==> src/hdl/gbnsw_ram.sv <==
module gbnsw_ram #(
	parameter int WIDTH = 8,
	parameter int DEPTH = 16
) (
	input  logic                     clk,
	input  logic                     we,
	input  logic [$clog2(DEPTH)-1:0] waddr,
	input  logic [WIDTH-1:0]         wdata,
	input  logic                     re,
	input  logic [$clog2(DEPTH)-1:0] raddr,
	output logic [WIDTH-1:0]         rdata
);

	logic [WIDTH-1:0] mem_q [DEPTH];
	logic [WIDTH-1:0] rdata_q;

	// One write port, one registered read port; read data holds when idle
	always_ff @(posedge clk) begin
		if (we) begin
			mem_q[waddr] <= wdata;
		end
		if (re) begin
			rdata_q <= mem_q[raddr];
		end
	end

	assign rdata = rdata_q;

endmodule

==> config.mk <==
export PLATFORM = sky130hd
export DESIGN_NAME = gbnsw_ram
export DESIGN_NICKNAME = d
export VERILOG_FILES = /design/src/hdl/gbnsw_ram.sv
export SDC_FILE = /design/constraint.sdc
export NUM_CORES = 1
export LEC_CHECK = 0
export BUFFER_PORTS_ARGS = -buffer_cell sky130_fd_sc_hd__buf_2
export CELL_PAD_IN_SITES_DETAIL_PLACEMENT = 1
export CELL_PAD_IN_SITES_GLOBAL_PLACEMENT = 2
export CORE_MARGIN = 2
export CORE_UTILIZATION = 48
export CTS_CLUSTER_DIAMETER = 60
export DETAILED_ROUTE_END_ITERATION = 8
export GPL_ROUTABILITY_DRIVEN = 1
export PLACE_DENSITY = 0.8
export SYNTH_ARGS = -nofsm -noshare
export SYNTH_HDL_FRONTEND = slang
export SYNTH_SLANG_ARGS = --single-unit
==> constraint.sdc <==
create_clock -name clk -period 2.5 [get_ports clk]
set_input_delay 0.375 -clock clk [delete_from_list [all_inputs] [get_ports clk]]
set_output_delay 0.375 -clock clk [all_outputs]
set_load 0.02 [all_outputs]
==> results.cfg <==
[status]
status = finished clean

[cts]
clk_pin_slew_worst_paths_ps = 60
cts-root-buf = clkbuf_8
insertion_delay_ps = 520
cts_buffers = 17
ctsHtreeMaxLevel = 4
cts_tree = built
clockBufferDepth = 2
cts_setup_buffers = 0
ctsResizeCount = 0
hold_buffers = 0
clkSinkCount = 136

[setup_path]
startpoint_type = flip-flop
required_ps = 2760
critical_path_class = reg2reg
end_kind = flip-flop
path_max_fanout = 1
arrival_ps = 1860

[synthesis]
synth_cells = 229
ys_seq_elements = 136
synth-edff-count = 136
ys_top_cells_by_count = edfxtp_1 (136), mux4_2 (18), a22oi_1 (16)
synth_top_area_share = 0.781
ys_warn_count = 0
netlist_area_um2 = 5230
ys_top_cells_by_area = edfxtp_1 (78%), mux4_2 (7.8%), mux4_1 (7.0%)
ys_seq_area_frac = 0.781
syn_avg_cell_area_um2 = 22.8
async_reset_ff_frac = 0
synth_nets = 248
synth_top_cell_by_area = edfxtp_1
ys.flop_type = edfxtp_1
synth.distinct_cells = 18
yosysMostFrequentCell = edfxtp_1

[placement]
dp.final_hpwl_um = 6870
io_buffers = 26
gp_congestion = 0.711
pre_cts_slack_ps = 458

[power]
intPower_mw = 4.28
p_sw_mw = 1.07
peakVddDrop_mv = 0.384
leakagePower_nw = 2.11
clockPowerShare = 0.470
power_frac_comb = 0.047
p_sw_frac = 0.199
seqPwrFrac = 0.483
power_density_nw_per_um2 = 860

[route]
drt_iter0_drc = 194
drt-total-wl_um = 10900
drc = 0
via_per_inst = 5.73
drtAntennaViolNets = 0
routedWlPerCell_um = 24.8
drtPass1Iterations = 4
vias = 2505

[floorplanning]
placementRows = 38
fp.dieArea_um2 = 11700
ios = 27
initial_core_util = 0.486
die_height_um = 108
die_w_um = 108
core_um2 = 10700

[global_route]
overflow = 0
antenna_found_initial = 0
grt_pass1_wl_um = 16300
track_usage = 0.204
grt_pass1_vias = 2719
grt_max_degree = 19

[sta]
setup_slack_ps = 904
post-route-min-period_ps = 1600
finalMaxSlewViolations = 0
hold_violations = 0
setup_viol = 0
worstMarginPinSlew_ps = 752
fmax_mhz = 627
post-route-period-util = 0.638
tns_ps = 0
worst_slew_margin_rel = 0.498
finClkSkew_ps = 7.60
rsz0062_at_grt = false

[worst_hold_path]
hold_class = in2reg

[cells_and_area]
postLayoutCoreUtil = 0.579
antenna-diode-count = 0
drive_gt1_frac = 0.313
syn_to_final_growth_pct = 19.0
layout.nets = 303

[job]
cap_violations = 0
## stage by stage
step	power [mW]	std cells	hold WS, ps	instance area [um^2]
final	5.35	437	222	6220
after global routing	5.50	437	207	6220
after global placement	2.87	405	732	5620
after detailed placement	2.88	405	749	5620
after floorplan	2.77	229	474	5230
after CTS	5.40	437	210	6220
## cells in the final DEF, fill, tap and decap left out
master      netlist  layout
a22oi_1          16      16
and2_1            1       1
and2b_1           1       1
buf_12            0       2
buf_2             3      26
buf_4             1      18
bufinv_16         0       4
clkbuf_1          0       2
clkbuf_16         0      16
clkbuf_8          0       1
clkinv_1          0       2
clkinv_2          0       2
clkinv_4          0       3
clkinvlp_4        0       2
edfxtp_1        136     136
mux4_1           14      14
mux4_2           18      18
nand2_1           9       9
nand2b_1          2       2
nand3_1           1       1
nand3b_1          2       2
nor2_1           13      13
nor2b_1           1       1
nor3_1            4       4
or3b_2            1       1
## worst paths after layout
kind / to / cells after the start / slack (ps) / start
max: rdata[1] / 3 / 900 / mem_q[9][1]
min: rdata[4] / 1 / 220 / re
max reg2reg: rdata[1] / 3 / 900 / mem_q[9][1]
min reg2reg: rdata[2] / 3 / 760 / mem_q[12][2]
## cell type report
| cell class | count | area, um^2 |
|---|---|---|
| clock buffer | 19 | 422 |
| clock inverter | 13 | 179 |
| fill | 928 | 4520 |
| sequential | 136 | 4080 |
| multi-input combinational | 83 | 1060 |
| timing repair buffer | 46 | 305 |
| tap | 140 | 175 |
## sequential cells by signal (all words and copies together), names as in the netlist
signal,flops
mem_q,128
rdata,8
## layer usage
metal,wire length [um],share of wire,global-route usage
met5,0,0,0
met4,183,0.017,0.0742
met3,740,0.068,0.0615
met2,5580,0.51,0.337
met1,4360,0.40,0.256
## power groups by stage
stage / combinational [mW] / clock [mW] / sequential, mW
2_1_floorplan: 0.130 / 0 / 2.64
3_3_place_gp: 0.242 / 0 / 2.63
3_5_place_dp: 0.251 / 0 / 2.63
4_1_cts: 0.254 / 2.56 / 2.59
5_1_grt: 0.269 / 2.64 / 2.59
6_report: 0.249 / 2.51 / 2.59
## cell families (layout without fill, tap and decap cells)
logic type      Yosys count  count (layout)  share of synthesized area
compound gates           16              16                     0.0230
buf+inv                  10              78                     0.0165
simple gates             35              35                     0.0314
flops                   136             136                      0.781
mux                      32              32                      0.148
## worst max-delay path: stages (launching register included)
cell and delay, ps:
edfxtp_1 410, mux4_1 580, a22oi_1 260, nand2_1 90
Note: power is estimated with default switching activity, not from simulation.
